$ cat config.mk
export PLATFORM = sky130hd
export DESIGN_NAME = calendar_date_day_offset_core_flat
export DESIGN_NICKNAME = d
export VERILOG_FILES = /design/src/hdl/cdo_pkg.sv /design/src/hdl/cdo_req_if.sv /design/src/hdl/cdo_rsp_if.sv /design/src/hdl/calendar_date_day_offset_core.sv /design/src/flat_wrapper.sv
export SDC_FILE = /design/constraint.sdc
export NUM_CORES = 1
export LEC_CHECK = 0
export ABC_AREA = 0
export BUFFER_PORTS_ARGS = -buffer_cell sky130_fd_sc_hd__buf_2
export CAP_MARGIN = 20
export CORE_MARGIN = 1.5
export CORE_UTILIZATION = 70
export CTS_CLUSTER_DIAMETER = 30
export DETAILED_ROUTE_END_ITERATION = 10
export PLACE_DENSITY = 0.88
export SYNTH_ARGS = -nofsm -noshare
export SYNTH_HDL_FRONTEND = slang
export SYNTH_SLANG_ARGS = --single-unit
$ cat constraint.sdc
create_clock -name clk -period 25.7 [get_ports clk]
set_input_delay 7.71 -clock clk [delete_from_list [all_inputs] [get_ports clk]]
set_output_delay 7.71 -clock clk [all_outputs]
set_load 0.005 [all_outputs]
$ cat src/hdl/cdo_pkg.sv
// Shared constants, field widths and calendar tables for the date offset core.
package cdo_pkg;

    localparam int MONTH_W  = 4;
    localparam int DAY_W    = 5;
    localparam int YEAR_W   = 14;
    localparam int OFFSET_W = 23;
    localparam int SERIAL_W = 22;

    localparam int MAX_YEAR = 9999;

    // Days in the full years 1..MAX_YEAR; the last serial that is in range.
    localparam int TOP_SERIAL = MAX_YEAR * 365 + MAX_YEAR / 4 - MAX_YEAR / 100 + MAX_YEAR / 400;

    // Width of a day count over full years of any 14-bit year.
    localparam int DAYS_W = 23;
    // Signed width of a serial plus an offset.
    localparam int SUM_W  = 25;
    // Width of a day of the year.
    localparam int DOY_W  = 9;

    // Quotient by 100 through a reciprocal; exact for every 14-bit year.
    localparam int Q100_SHIFT = 20;
    localparam int Q100_MUL   = (1 << Q100_SHIFT) / 100 + 1;
    localparam int Q100_W     = 8;

    // Year estimate from a serial: times 400 / 146097.
    localparam int          YEAR_SHIFT = 24;
    localparam longint      YEAR_MUL   = (64'd400 << YEAR_SHIFT) / 64'd146097;
    localparam int          YMUL_W     = 16;

    function automatic logic [DAY_W-1:0] month_len(input logic [MONTH_W-1:0] m,
                                                   input logic lp);
        logic [DAY_W-1:0] len;
        case (m) inside
            4'd2:                                   len = lp ? 5'd29 : 5'd28;
            4'd4, 4'd6, 4'd9, 4'd11:                len = 5'd30;
            4'd1, 4'd3, 4'd5, 4'd7, 4'd8, 4'd10, 4'd12: len = 5'd31;
            default:                                len = 5'd0;
        endcase
        return len;
    endfunction

    // Days in the months before month m of a common year.
    function automatic logic [DOY_W-1:0] cum_before(input logic [MONTH_W-1:0] m);
        logic [DOY_W-1:0] c;
        case (m)
            4'd1:    c = 9'd0;
            4'd2:    c = 9'd31;
            4'd3:    c = 9'd59;
            4'd4:    c = 9'd90;
            4'd5:    c = 9'd120;
            4'd6:    c = 9'd151;
            4'd7:    c = 9'd181;
            4'd8:    c = 9'd212;
            4'd9:    c = 9'd243;
            4'd10:   c = 9'd273;
            4'd11:   c = 9'd304;
            4'd12:   c = 9'd334;
            default: c = 9'd0;
        endcase
        return c;
    endfunction

endpackage

$ cat src/hdl/cdo_req_if.sv
// Request channel: input date and day offset with a valid/ready handshake.
interface cdo_req_if;
    logic                                   valid;
    logic                                   ready;
    logic        [cdo_pkg::MONTH_W-1:0]     month_in;
    logic        [cdo_pkg::DAY_W-1:0]       day_in;
    logic        [cdo_pkg::YEAR_W-1:0]      year_in;
    logic signed [cdo_pkg::OFFSET_W-1:0]    day_offset;

    modport source (output valid, month_in, day_in, year_in, day_offset, input ready);
    modport sink   (input valid, month_in, day_in, year_in, day_offset, output ready);
endinterface

$ cat src/hdl/cdo_rsp_if.sv
// Response channel: result date, serial and valid flag with a valid/ready handshake.
interface cdo_rsp_if;
    logic                               valid;
    logic                               ready;
    logic                               valid_res;
    logic [cdo_pkg::MONTH_W-1:0]        month_out;
    logic [cdo_pkg::DAY_W-1:0]          day_out;
    logic [cdo_pkg::YEAR_W-1:0]         year_out;
    logic [cdo_pkg::SERIAL_W-1:0]       serial_out;

    modport source (output valid, valid_res, month_out, day_out, year_out, serial_out,
                    input ready);
    modport sink   (input valid, valid_res, month_out, day_out, year_out, serial_out,
                    output ready);
endinterface

$ cat src/hdl/calendar_date_day_offset_core.sv
// Top level of the Gregorian date plus day offset core.
//
//  Channel | Direction | Payload                                             | Transfer
//  req     | in        | month_in, day_in, year_in, day_offset               | valid & ready
//  rsp     | out       | valid_res, month_out, day_out, year_out, serial_out | valid & ready
//
// An invalid date is answered after the date check in S_LP0 and S_LP1, a sum out of range
// after the serial states S_FW0 to S_FW3. A valid result also passes S_EST, the downward
// and upward year correction passes through the shared year-days unit (S_DN0, S_DN1 and
// S_UP0, S_UP1) and the month scan in S_MS, which steps one month at a time.
// Ready stays low from a transfer on req until the response has transferred on rsp, and a
// stall on rsp holds the response unchanged. Reset clears only the sequencer state.
module calendar_date_day_offset_core (
    input  logic        clk,
    input  logic        rst_n,
    cdo_req_if.sink     req,
    cdo_rsp_if.source   rsp
);

    localparam logic [3:0] S_IDLE = 4'd0;
    localparam logic [3:0] S_LP0  = 4'd1;
    localparam logic [3:0] S_LP1  = 4'd2;
    localparam logic [3:0] S_FW0  = 4'd3;
    localparam logic [3:0] S_FW1  = 4'd4;
    localparam logic [3:0] S_FW2  = 4'd5;
    localparam logic [3:0] S_FW3  = 4'd6;
    localparam logic [3:0] S_EST  = 4'd7;
    localparam logic [3:0] S_DN0  = 4'd8;
    localparam logic [3:0] S_DN1  = 4'd9;
    localparam logic [3:0] S_UP0  = 4'd10;
    localparam logic [3:0] S_UP1  = 4'd11;
    localparam logic [3:0] S_MS   = 4'd12;
    localparam logic [3:0] S_OUT  = 4'd13;

    localparam int MW = cdo_pkg::MONTH_W;
    localparam int DW = cdo_pkg::DAY_W;
    localparam int YW = cdo_pkg::YEAR_W;
    localparam int OW = cdo_pkg::OFFSET_W;
    localparam int SW = cdo_pkg::SERIAL_W;
    localparam int NW = cdo_pkg::DAYS_W;
    localparam int UW = cdo_pkg::SUM_W;
    localparam int RW = cdo_pkg::DOY_W;
    localparam int QW = cdo_pkg::Q100_W;

    logic [3:0]            state_reg, state_next;

    logic [MW-1:0]         m_reg, m_next;
    logic [DW-1:0]         d_reg, d_next;
    logic [YW-1:0]         y_reg, y_next;
    logic signed [OW-1:0]  off_reg, off_next;
    logic                  leap_reg, leap_next;
    logic [YW-1:0]         arg_reg, arg_next;
    logic signed [UW-1:0]  s_reg, s_next;
    logic [YW-1:0]         yc_reg, yc_next;
    logic [NW-1:0]         dblo_reg, dblo_next;
    logic [RW-1:0]         r_reg, r_next;
    logic [MW-1:0]         mc_reg, mc_next;

    logic                  res_valid_reg, res_valid_next;
    logic [MW-1:0]         res_month_reg, res_month_next;
    logic [DW-1:0]         res_day_reg, res_day_next;
    logic [YW-1:0]         res_year_reg, res_year_next;
    logic [SW-1:0]         res_serial_reg, res_serial_next;

    // Shared year-days unit: the products are registered, then added and compared.
    logic [QW-1:0]         q_reg;
    logic [NW-1:0]         m365_reg;
    logic [2*YW-1:0]       q_prod;
    logic [NW-1:0]         db_comb;
    logic [YW:0]           q_times100;
    logic                  leap_comb;

    logic [SW-1:0]         sm1;
    logic [SW+cdo_pkg::YMUL_W-1:0] y_prod;
    logic [DW-1:0]         len_in;
    logic                  date_ok;
    logic [RW-1:0]         ms_before;
    logic [RW-1:0]         ms_end;

    assign q_prod     = (2*YW)'(arg_reg) * (2*YW)'(cdo_pkg::Q100_MUL);
    assign db_comb    = m365_reg + NW'(arg_reg >> 2) - NW'(q_reg) + NW'(q_reg >> 2);
    assign q_times100 = (YW+1)'(q_reg) * (YW+1)'(100);
    assign leap_comb  = (arg_reg[1:0] == 2'b00)
                        && ((q_times100 != (YW+1)'(arg_reg)) || (q_reg[1:0] == 2'b00));

    always_ff @(posedge clk)
    begin
        q_reg    <= q_prod[cdo_pkg::Q100_SHIFT +: QW];
        m365_reg <= NW'(NW'(arg_reg) * NW'(365));
    end

    assign sm1    = s_reg[SW-1:0] - SW'(1);
    assign y_prod = (SW+cdo_pkg::YMUL_W)'(sm1)
                    * (SW+cdo_pkg::YMUL_W)'(cdo_pkg::YEAR_MUL);

    assign len_in  = cdo_pkg::month_len(m_reg, leap_comb);
    assign date_ok = (m_reg >= MW'(1)) && (m_reg <= MW'(12)) && (d_reg != '0)
                     && (y_reg != '0) && (d_reg <= len_in);

    assign ms_before = cdo_pkg::cum_before(mc_reg)
                       + RW'(leap_reg && (mc_reg > MW'(2)));
    assign ms_end    = ms_before + RW'(cdo_pkg::month_len(mc_reg, leap_reg));

    assign req.ready     = (state_reg == S_IDLE);
    assign rsp.valid     = (state_reg == S_OUT);
    assign rsp.valid_res = res_valid_reg;
    assign rsp.month_out = res_month_reg;
    assign rsp.day_out   = res_day_reg;
    assign rsp.year_out  = res_year_reg;
    assign rsp.serial_out = res_serial_reg;

    always_comb
    begin
        state_next      = state_reg;
        m_next          = m_reg;
        d_next          = d_reg;
        y_next          = y_reg;
        off_next        = off_reg;
        leap_next       = leap_reg;
        arg_next        = arg_reg;
        s_next          = s_reg;
        yc_next         = yc_reg;
        dblo_next       = dblo_reg;
        r_next          = r_reg;
        mc_next         = mc_reg;
        res_valid_next  = res_valid_reg;
        res_month_next  = res_month_reg;
        res_day_next    = res_day_reg;
        res_year_next   = res_year_reg;
        res_serial_next = res_serial_reg;

        case (state_reg)
            S_IDLE:
            begin
                if (req.valid)
                begin
                    m_next     = req.month_in;
                    d_next     = req.day_in;
                    y_next     = req.year_in;
                    off_next   = req.day_offset;
                    arg_next   = req.year_in;
                    state_next = S_LP0;
                end
            end
            S_LP0:
            begin
                state_next = S_LP1;
            end
            S_LP1:
            begin
                if (!date_ok)
                begin
                    res_valid_next  = 1'b0;
                    res_month_next  = '0;
                    res_day_next    = '0;
                    res_year_next   = '0;
                    res_serial_next = '0;
                    state_next      = S_OUT;
                end
                else
                begin
                    leap_next  = leap_comb;
                    arg_next   = y_reg - YW'(1);
                    state_next = S_FW0;
                end
            end
            S_FW0:
            begin
                state_next = S_FW1;
            end
            S_FW1:
            begin
                s_next     = $signed(UW'(db_comb) + UW'(d_reg)
                                     + UW'(cdo_pkg::cum_before(m_reg)));
                state_next = S_FW2;
            end
            S_FW2:
            begin
                s_next     = s_reg + UW'(off_reg) + UW'(leap_reg && (m_reg > MW'(2)));
                state_next = S_FW3;
            end
            S_FW3:
            begin
                if ((s_reg < UW'(1)) || (s_reg > $signed(UW'(cdo_pkg::TOP_SERIAL))))
                begin
                    res_valid_next  = 1'b0;
                    res_month_next  = '0;
                    res_day_next    = '0;
                    res_year_next   = '0;
                    res_serial_next = '0;
                    state_next      = S_OUT;
                end
                else
                begin
                    state_next = S_EST;
                end
            end
            S_EST:
            begin
                yc_next    = y_prod[cdo_pkg::YEAR_SHIFT +: YW];
                arg_next   = y_prod[cdo_pkg::YEAR_SHIFT +: YW];
                state_next = S_DN0;
            end
            S_DN0:
            begin
                state_next = S_DN1;
            end
            S_DN1:
            begin
                if ((yc_reg != '0) && (db_comb >= s_reg[NW-1:0]))
                begin
                    yc_next    = yc_reg - YW'(1);
                    arg_next   = yc_reg - YW'(1);
                    state_next = S_DN0;
                end
                else
                begin
                    dblo_next  = db_comb;
                    arg_next   = yc_reg + YW'(1);
                    state_next = S_UP0;
                end
            end
            S_UP0:
            begin
                state_next = S_UP1;
            end
            S_UP1:
            begin
                if (db_comb < s_reg[NW-1:0])
                begin
                    yc_next    = yc_reg + YW'(1);
                    dblo_next  = db_comb;
                    arg_next   = yc_reg + YW'(2);
                    state_next = S_UP0;
                end
                else
                begin
                    leap_next  = leap_comb;
                    r_next     = RW'(s_reg[NW-1:0] - dblo_reg);
                    mc_next    = MW'(1);
                    state_next = S_MS;
                end
            end
            S_MS:
            begin
                if ((r_reg <= ms_end) || (mc_reg == MW'(12)))
                begin
                    res_valid_next  = 1'b1;
                    res_month_next  = mc_reg;
                    res_day_next    = DW'(r_reg - ms_before);
                    res_year_next   = yc_reg + YW'(1);
                    res_serial_next = s_reg[SW-1:0];
                    state_next      = S_OUT;
                end
                else
                begin
                    mc_next = mc_reg + MW'(1);
                end
            end
            S_OUT:
            begin
                if (rsp.ready)
                begin
                    state_next = S_IDLE;
                end
            end
            default:
            begin
                state_next = S_IDLE;
            end
        endcase
    end

    always_ff @(posedge clk or negedge rst_n)
    begin
        if (!rst_n)
        begin
            state_reg <= S_IDLE;
        end
        else
        begin
            state_reg <= state_next;
        end
    end

    always_ff @(posedge clk)
    begin
        m_reg          <= m_next;
        d_reg          <= d_next;
        y_reg          <= y_next;
        off_reg        <= off_next;
        leap_reg       <= leap_next;
        arg_reg        <= arg_next;
        s_reg          <= s_next;
        yc_reg         <= yc_next;
        dblo_reg       <= dblo_next;
        r_reg          <= r_next;
        mc_reg         <= mc_next;
        res_valid_reg  <= res_valid_next;
        res_month_reg  <= res_month_next;
        res_day_reg    <= res_day_next;
        res_year_reg   <= res_year_next;
        res_serial_reg <= res_serial_next;
    end

endmodule

$ cat src/flat_wrapper.sv
// flat-port wrapper written by rule: the top's interface ports become plain ports
module calendar_date_day_offset_core_flat 
  (clk, rst_n, req_valid, req_month_in, req_day_in, req_year_in, req_day_offset, req_ready, rsp_valid, rsp_valid_res, rsp_month_out, rsp_day_out, rsp_year_out, rsp_serial_out, rsp_ready);
  cdo_req_if req_i ();
  cdo_rsp_if rsp_i ();
  input  logic clk;
  input  logic rst_n;
  input wire logic [$bits(req_i.valid)-1:0] req_valid;
  input wire logic [$bits(req_i.month_in)-1:0] req_month_in;
  input wire logic [$bits(req_i.day_in)-1:0] req_day_in;
  input wire logic [$bits(req_i.year_in)-1:0] req_year_in;
  input wire logic [$bits(req_i.day_offset)-1:0] req_day_offset;
  output wire logic [$bits(req_i.ready)-1:0] req_ready;
  output wire logic [$bits(rsp_i.valid)-1:0] rsp_valid;
  output wire logic [$bits(rsp_i.valid_res)-1:0] rsp_valid_res;
  output wire logic [$bits(rsp_i.month_out)-1:0] rsp_month_out;
  output wire logic [$bits(rsp_i.day_out)-1:0] rsp_day_out;
  output wire logic [$bits(rsp_i.year_out)-1:0] rsp_year_out;
  output wire logic [$bits(rsp_i.serial_out)-1:0] rsp_serial_out;
  input wire logic [$bits(rsp_i.ready)-1:0] rsp_ready;
  assign req_i.valid = req_valid;
  assign req_i.month_in = req_month_in;
  assign req_i.day_in = req_day_in;
  assign req_i.year_in = req_year_in;
  assign req_i.day_offset = req_day_offset;
  assign req_ready = req_i.ready;
  assign rsp_valid = rsp_i.valid;
  assign rsp_valid_res = rsp_i.valid_res;
  assign rsp_month_out = rsp_i.month_out;
  assign rsp_day_out = rsp_i.day_out;
  assign rsp_year_out = rsp_i.year_out;
  assign rsp_serial_out = rsp_i.serial_out;
  assign rsp_i.ready = rsp_ready;
  calendar_date_day_offset_core u_core (.clk(clk), .rst_n(rst_n), .req(req_i), .rsp(rsp_i));
endmodule
==> results by group, run 1 <==
Clocking
  – Reg clk slew, reported paths: 40 ps
  – H-Tree Depth: 2
  – Root Buffer: clkbuf_16
  – Clk sinks: 221
  – Num CTS Buffers: 53
  – Post-CTS Resized: 0
  – TritonCTS clock tree: yes
  – Hold-fix buffers, CTS: 0
  – Clk buf depth: 3
  – Worst skew pair latency: 610 ps
  – Post-CTS setup buffers: 0

Floorplan
  – Core Footprint: 39820 µm²
  – Number of top-level pins: 98
  – Die area: 41640 µm²
  – Row count: 73
  – Initial Util: 0.7106
  – Height of the die: 204.1 µm
  – Chip width: 204.1 µm

STA
  – Final Hold Vio Count: 0
  – Setup_tns: 0 ps
  – RSZ-0062 raised after global routing: false
  – F_max: 0.1027 GHz
  – Max Slew Vio Count: 0
  – Endpoints failing setup: 0
  – Fin crit period: 9733 ps
  – Slew headroom: 0.2577
  – Final worst-path cycle share: 0.3787
  – Slew at the pin closest to its max-slew limit: 1105 ps
  – Post-Route Skew: 24.65 ps

Logic synthesis
  – Number of synthesized flops with an enable pin: 168
  – Largest cells by area after synthesis: ha_1 (21%), fa_1 (19%), edfxtp_1 (18%)
  – Syn Inst Count: 2963
  – Dominant synthesized flop cell: edfxtp_1
  – Seq/Total Area, Yosys: 0.2165
  – Mapped Area: 28300 µm²
  – Synth warnings: 0
  – Synth cell types: 86
  – Async set-reset flop share out of synthesis: 0.01810
  – Synthesized area per cell: 9.551 µm²
  – Mapped Nets: 3753
  – #FFs+latches synth: 221
  – Leading area contributor after synthesis: ha_1
  – Yosys top cell area share: 0.2078

Final layout
  – Largest register FFs: 25
  – Most frequent cells in the layout: inv_1 (592), ha_1 (470), fa_1 (270)
  – Nets@finish: 3878
  – Register Area: 6126 µm²
  – ANT cells: 0
  – Area grow syn2layout: 10.30%
  – Multi-input logic area: 19740 µm²
  – Number of fill cells: 2605
  – Commonest non-fill, non-tap cell in the layout: inv_1
  – Final Non-Filler Cells: 3658
  – Layout cells sized above 1: 0.07724

Critical path
  – Worst Path Required: 17990 ps
  – R2R Path End: u_core.arg_reg[3]
  – Flop2flop setup slack: 15970 ps
  – Cell class contributing the biggest share of worst-path delay: buffers and inverters
  – Crit path DAT: 2020 ps
  – Reg-to-Reg Start: u_core.s_reg[2]
  – Worst Path Buf+Inv: 3
  – Largest stage delay, worst path: 390 ps
  – Setup crit end kind: primary output
  – Critical Setup Path Class: register to primary output
  – Reg2Reg Depth: 29
  – Crit. path cell count: 5
  – Worst path cell trace: buf_4, clkinv_1, nand2_1, nor2_1, buf_2
  – CP max FO: 37
  – Slowest stage cell on the critical path: buf_4
  – Crit start category: register

Worst hold path
  – Hold WC Path Type: register to register
  – WHS Endpoint: u_core.m365_reg[0]
  – Worst hold stages: 0
  – Hold path startpoint: u_core.arg_reg[0]

Job
  – Max Cap Viol: 0

Routing
  – Post-route DRC violation count: 0
  – Routed vias: 22180
  – DR pass1 iterations: 5
  – Detailed Route WL: 75.08 mm
  – DR vias/cell: 6.065
  – Drt initial violations: 1642
  – Detailed-route wire length per cell: 20.53 µm
  – Number of routed nets with antenna violations: 0

GRT
  – Vias in the first global route: 23800
  – Initial antenna violation count: 1
  – Largest net degree at the start of global routing: 49
  – GRT Residual Overflow: 0
  – Wire length of the first global-routing pass: 120.9 mm
  – GRT Util Overall: 0.3725

Place
  – GPL Wtd Cong: 1.001
  – Post-placement cell count: 3555
  – Final HPWL DP: 60.83 mm
  – Port bufs: 97

Outcome
  – Status: finished, final reports clean
[stage by stage]
step / util / area [µm²] / hold WS, ps / setup slack, ps
finish: 0.7838 / 31210 / 659.4 / 15970
global route: 0.7838 / 31210 / 674.9 / 15420
CTS: 0.7832 / 31190 / 654.9 / 15970
detailed placement: 0.7382 / 29400 / 629.9 / 15420
global placement: 0.7382 / 29400 / 627.5 / 15650
floorplan: - / 28300 / 504.6 / 15550
[cell type report]
| cell class | count | area share |
|---|---|---|
| Timing Repair Buffer | 119 | 0.02084 |
| Multi-Input combinational cell | 2095 | 0.6324 |
| Tap cell | 525 | 0.02104 |
| Inverter | 598 | 0.07191 |
| Clock inverter | 35 | 0.01263 |
| Sequential cell | 221 | 0.1963 |
| Clock buffer | 65 | 0.04490 |
[Yosys cell counts, drive strengths merged, types with 9 or more instances]
master / number
a211oi: 18
a21o: 54
a21oi: 125
a31oi: 19
and2: 18
and3: 17
buf: 10
clkbuf: 39
dfxtp: 49
edfxtp: 168
fa: 270
ha: 470
inv: 595
mux2: 11
mux2i: 18
nand2: 129
nand2b: 15
nand3: 61
nand4: 27
nor2: 192
nor2b: 21
nor3: 47
nor4: 14
o211ai: 22
o21a: 26
o21ai: 123
o21bai: 16
o22ai: 9
o31ai: 15
or3: 18
xnor2: 165
xor2: 63
[per-layer routing]
layer | vias to the layer above | track usage | routed length [µm] | share of wire
met4 | 2 | 0.1731 | 3493 | 0.047
met3 | 204 | 0.05596 | 4594 | 0.061
met1 | 10920 | 0.4402 | 28950 | 0.39
met2 | 808 | 0.6662 | 38030 | 0.51
li1 | 10250 | - | - | -
met5 | - | 0 | 17 | 0.00023
[kinds of logic after synthesis]
| logic type | after synthesis | synth area share |
|---|---|---|
| and+or+nand+nor | 591 | 0.1001 |
| AOI/OAI and AO/OA | 505 | 0.1163 |
| xor gates and xnor gates | 228 | 0.07056 |
| buffers and inverters | 647 | 0.08626 |
| adders and majority gates | 742 | 0.3995 |
| muxes | 29 | 0.01074 |
| DFF | 221 | 0.2165 |
[how the worst max path moves through the flow]
stage	endpoint	slack, ps	start
final	rsp_valid	15970	u_core.state_reg[1]
after global routing	u_core.arg_reg[13]	15420	u_core.s_reg[2]
after CTS	rsp_valid	15970	u_core.state_reg[1]
after detailed placement	register	15420	req_valid
after global placement	register	15650	req_valid
after floorplan	register	15550	req_valid
Power of run 1 is left out: the tool's default activity adds up to more than one toggle a clock period on the data nets, which glitch-free logic cannot reach.
==> run 2: changes to the inputs <==
- ABC_AREA: 0 -> 1
- CORE_UTILIZATION: 70 -> 65
- PLACE_DENSITY: 0.88 -> 0.83
- clock period: 25.7 -> 9.1 ns (I/O delays scaled with it)
==> run 2 against run 1 <==
Compared with the run above:
- synthesized cell count increased by 23%
- utilization fell by 5.7 points
- die area grew 14%
- synthesized area is 5.9% higher
- sequential share of layout area decreased by 1.1 points
- via count is 15% higher
- design area up 5.8%
- largest cell class unchanged
- highest routed layer unchanged
==> results by group, run 2 <==
Logic synthesis
  – #FFs+latches synth: 221 (unchanged)
  – Synth cell types: 62 (-28%)
  – Mapped Area: 29970 µm² (+5.9%)
  – Synth Area in Simple Gates: 0.1827 (+0.08260)
  – Seq/Total Area, Yosys: 0.2044 (-0.01210)
  – Mapped Nets: 4437 (+18%)
  – Synthesized area per cell: 8.219 µm² (-14%)
  – Synth warnings: 0 (unchanged)
  – Synth Area in XOR/XNOR: 0.04137 (-0.02920)
  – Syn Inst Count: 3647 (+23%)
  – Mux contribution to synthesized area: 0 (-0.01074)
  – Dominant synthesized flop cell: edfxtp_1
  – Leading area contributor after synthesis: ha_1
  – Largest cells by area after synthesis: ha_1 (20%), fa_1 (18%), edfxtp_1 (17%)
  – Complex-gate fraction of the synthesized area: 0.08557 (-0.03075)
  – Number of synthesized flops with an enable pin: 168 (unchanged)
  – Most frequent cell after synthesis: inv_1
  – Combinational family with the most area after synthesis: adder cells
  – Yosys top cell area share: 0.1962 (-0.01161)
  – Top cells by count, synth: inv_1 (822), nand2_1 (558), ha_1 (470)
  – Async set-reset flop share out of synthesis: 0.01810 (unchanged)
  – Post-Synth Adder-Cell Area: 0.3765 (-0.02300)

Floorplan
  – Row count: 78 (+6.8%)
  – Height of the die: 217.7 µm (+6.7%)
  – Chip width: 217.7 µm (+6.7%)
  – Die area: 47410 µm² (+14%)
  – Number of top-level pins: 98 (unchanged)
  – Initial Util: 0.6591 (-0.05153)
  – Core Footprint: 45480 µm² (+14%)

Final layout
  – Largest register FFs: 25 (unchanged)
  – Most frequent cells in the layout: inv_1 (820), nand2_1 (558), ha_1 (470)
  – Layout cells sized above 1: 0.08421 (+0.006963)
  – Nets@finish: 4576 (+18%)
  – Commonest non-fill, non-tap cell in the layout: inv_1
  – Area grow syn2layout: 10.21% (about the same)
  – ANT cells: 0 (unchanged)

Routing
  – DR vias/cell: 5.769 (-4.9%)
  – DR pass1 iterations: 6 (+1)
  – Drt initial violations: 2527 (+54%)
  – Detailed-route wire length per cell: 18.10 µm (-12%)
  – Detailed Route WL: 80.06 mm (+6.6%)
  – Post-route DRC violation count: 0 (unchanged)
  – Routed vias: 25520 (+15%)
  – Number of routed nets with antenna violations: 0 (unchanged)

Worst hold path
  – Hold WC Path Type: register to register
  – Worst hold stages: 2 (+2)

Critical path
  – Reg2Reg Depth: 37 (+28%)
  – Crit. path cell count: 37 (+32)
  – CP max FO: 8 (-78%)
  – Crit path DAT: 8730 ps (+6710 ps)
  – Cell class contributing the biggest share of worst-path delay: adder cells
  – Critical Path Most Common Cell: inv_1
  – Worst Path Buf+Inv: 10 (+7)
  – Setup crit end kind: register
  – Critical Setup Path Class: register to register
  – Slowest stage cell on the critical path: xor2_1
  – Crit start category: register
  – Largest stage delay, worst path: 660 ps (+270 ps)
  – Worst Path Required: 9400 ps (-8590 ps)

Clocking
  – Clk buf depth: 3 (unchanged)
  – Root Buffer: clkbuf_16
  – H-Tree Depth: 2 (unchanged)
  – Reg clk slew, reported paths: 50 ps (about the same)
  – Worst skew pair latency: 600 ps (about the same)
  – Clk sinks: 221 (unchanged)
  – Post-CTS Resized: 0 (unchanged)
  – Post-CTS setup buffers: 0 (unchanged)
  – Num CTS Buffers: 51 (-3.8%)
  – TritonCTS clock tree: yes
  – Hold-fix buffers, CTS: 0 (unchanged)

STA
  – Max Slew Vio Count: 0 (unchanged)
  – Fin crit period: 8432 ps
  – Post-Route Skew: 30.14 ps (+5.493 ps)
  – RSZ-0062 raised after global routing: false
  – Final Hold Vio Count: 0 (unchanged)
  – Endpoints failing setup: 0 (unchanged)
  – Setup_tns: 0 ps (unchanged)
  – F_max: 0.1186 GHz
  – Slew headroom: 0.2449 (-0.01279)
  – Final worst-path cycle share: 0.9266
  – Slew at the pin closest to its max-slew limit: 1118 ps (+12.50 ps)

GRT
  – Largest net degree at the start of global routing: 50 (+2.0%)
  – Wire length of the first global-routing pass: 127.7 mm (+5.6%)
  – Initial antenna violation count: 2 (+1)
  – Vias in the first global route: 25030 (+5.2%)
  – GRT Residual Overflow: 0 (unchanged)
  – GRT Util Overall: 0.3435 (-0.02901)

Outcome
  – Status: finished, final reports clean

Place
  – Port bufs: 97 (unchanged)
  – GPL Wtd Cong: 1.035 (+3.5%)
  – Final HPWL DP: 65.02 mm (+6.9%)

Job
  – Max Cap Viol: 0 (unchanged)
## run 2: changes by cell type after synthesis, moves of 27 or more
cell / change
nand2_1: +429
nand2_2: +36
xor2_1: +34
clkbuf_1: -27
a21oi_1: +73
nand3_1: +95
xnor2_1: -126
a21o_1: -46
nor2_1: +90
inv_1: +229
## run 2: final timing paths
kind                                     start             endpoint  slack (ps)
max                            u_core.s_reg[1]     u_core.yc_reg[9]         670
min                        u_core.state_reg[2]  u_core.state_reg[2]         660
max reg2reg                    u_core.s_reg[1]     u_core.yc_reg[9]         670
min reg2reg                u_core.state_reg[2]  u_core.state_reg[2]         660
max in group asynchronous                rst_n  u_core.state_reg[1]        7040
min in group asynchronous                rst_n  u_core.state_reg[3]        1940
## run 2: worst reg2reg max path, delay by kind of cell, from the launching register on
kind / cells / cell delay (ps)
adder cells (fa/ha/maj): 8 / 3520
XOR/XNOR: 1 / 660
AND/OR/NAND/NOR: 16 / 1980
flip-flops: 1 / 520
buffers and inverters: 10 / 940
AO/OA/AOI/OAI: 2 / 500
## run 2: logic make-up after synthesis
kind of cell | count (synthesis)
AOI/OAI and AO/OA | 458
adders and majority gates | 740
and+or+nand+nor | 1219
DFF | 221
xor gates and xnor gates | 139
buffers and inverters | 870
## run 2: metal layers
layer,vias up,track usage,wire [µm]
met3,239,0.06750,7254
met4,4,0.1533,3674
met5,-,0,30
met2,1137,0.5602,37280
li1,12010,-,-
met1,12130,0.4438,31830
## run 2: cell type report
cell class                      count  area (µm²)
Fill cell                        3411       12440
Inverter                          847        3179
Clock inverter                     21       282.8
Clock buffer                       70        1525
Multi-Input combinational cell   2556       20600
Sequential cell                   221        6126
Tap cell                          600       750.7
Timing Repair Buffer              109       575.6
## run 2: per-stage QoR
step	setup slack [ps]	cell area, µm²	utilization	instances	hold slack [ps]
after CTS	705.5	33020	0.7261	4422	646.0
after global routing	150.1	33040	0.7264	4424	728.2
after global placement	987.4	31210	0.6863	4331	608.4
final	668.0	33040	0.7264	4424	655.7
after detailed placement	784.6	31210	0.6863	4331	619.8
after floorplan	1521	29980	-	3647	504.6
Power of run 2 is left out for the same reason.
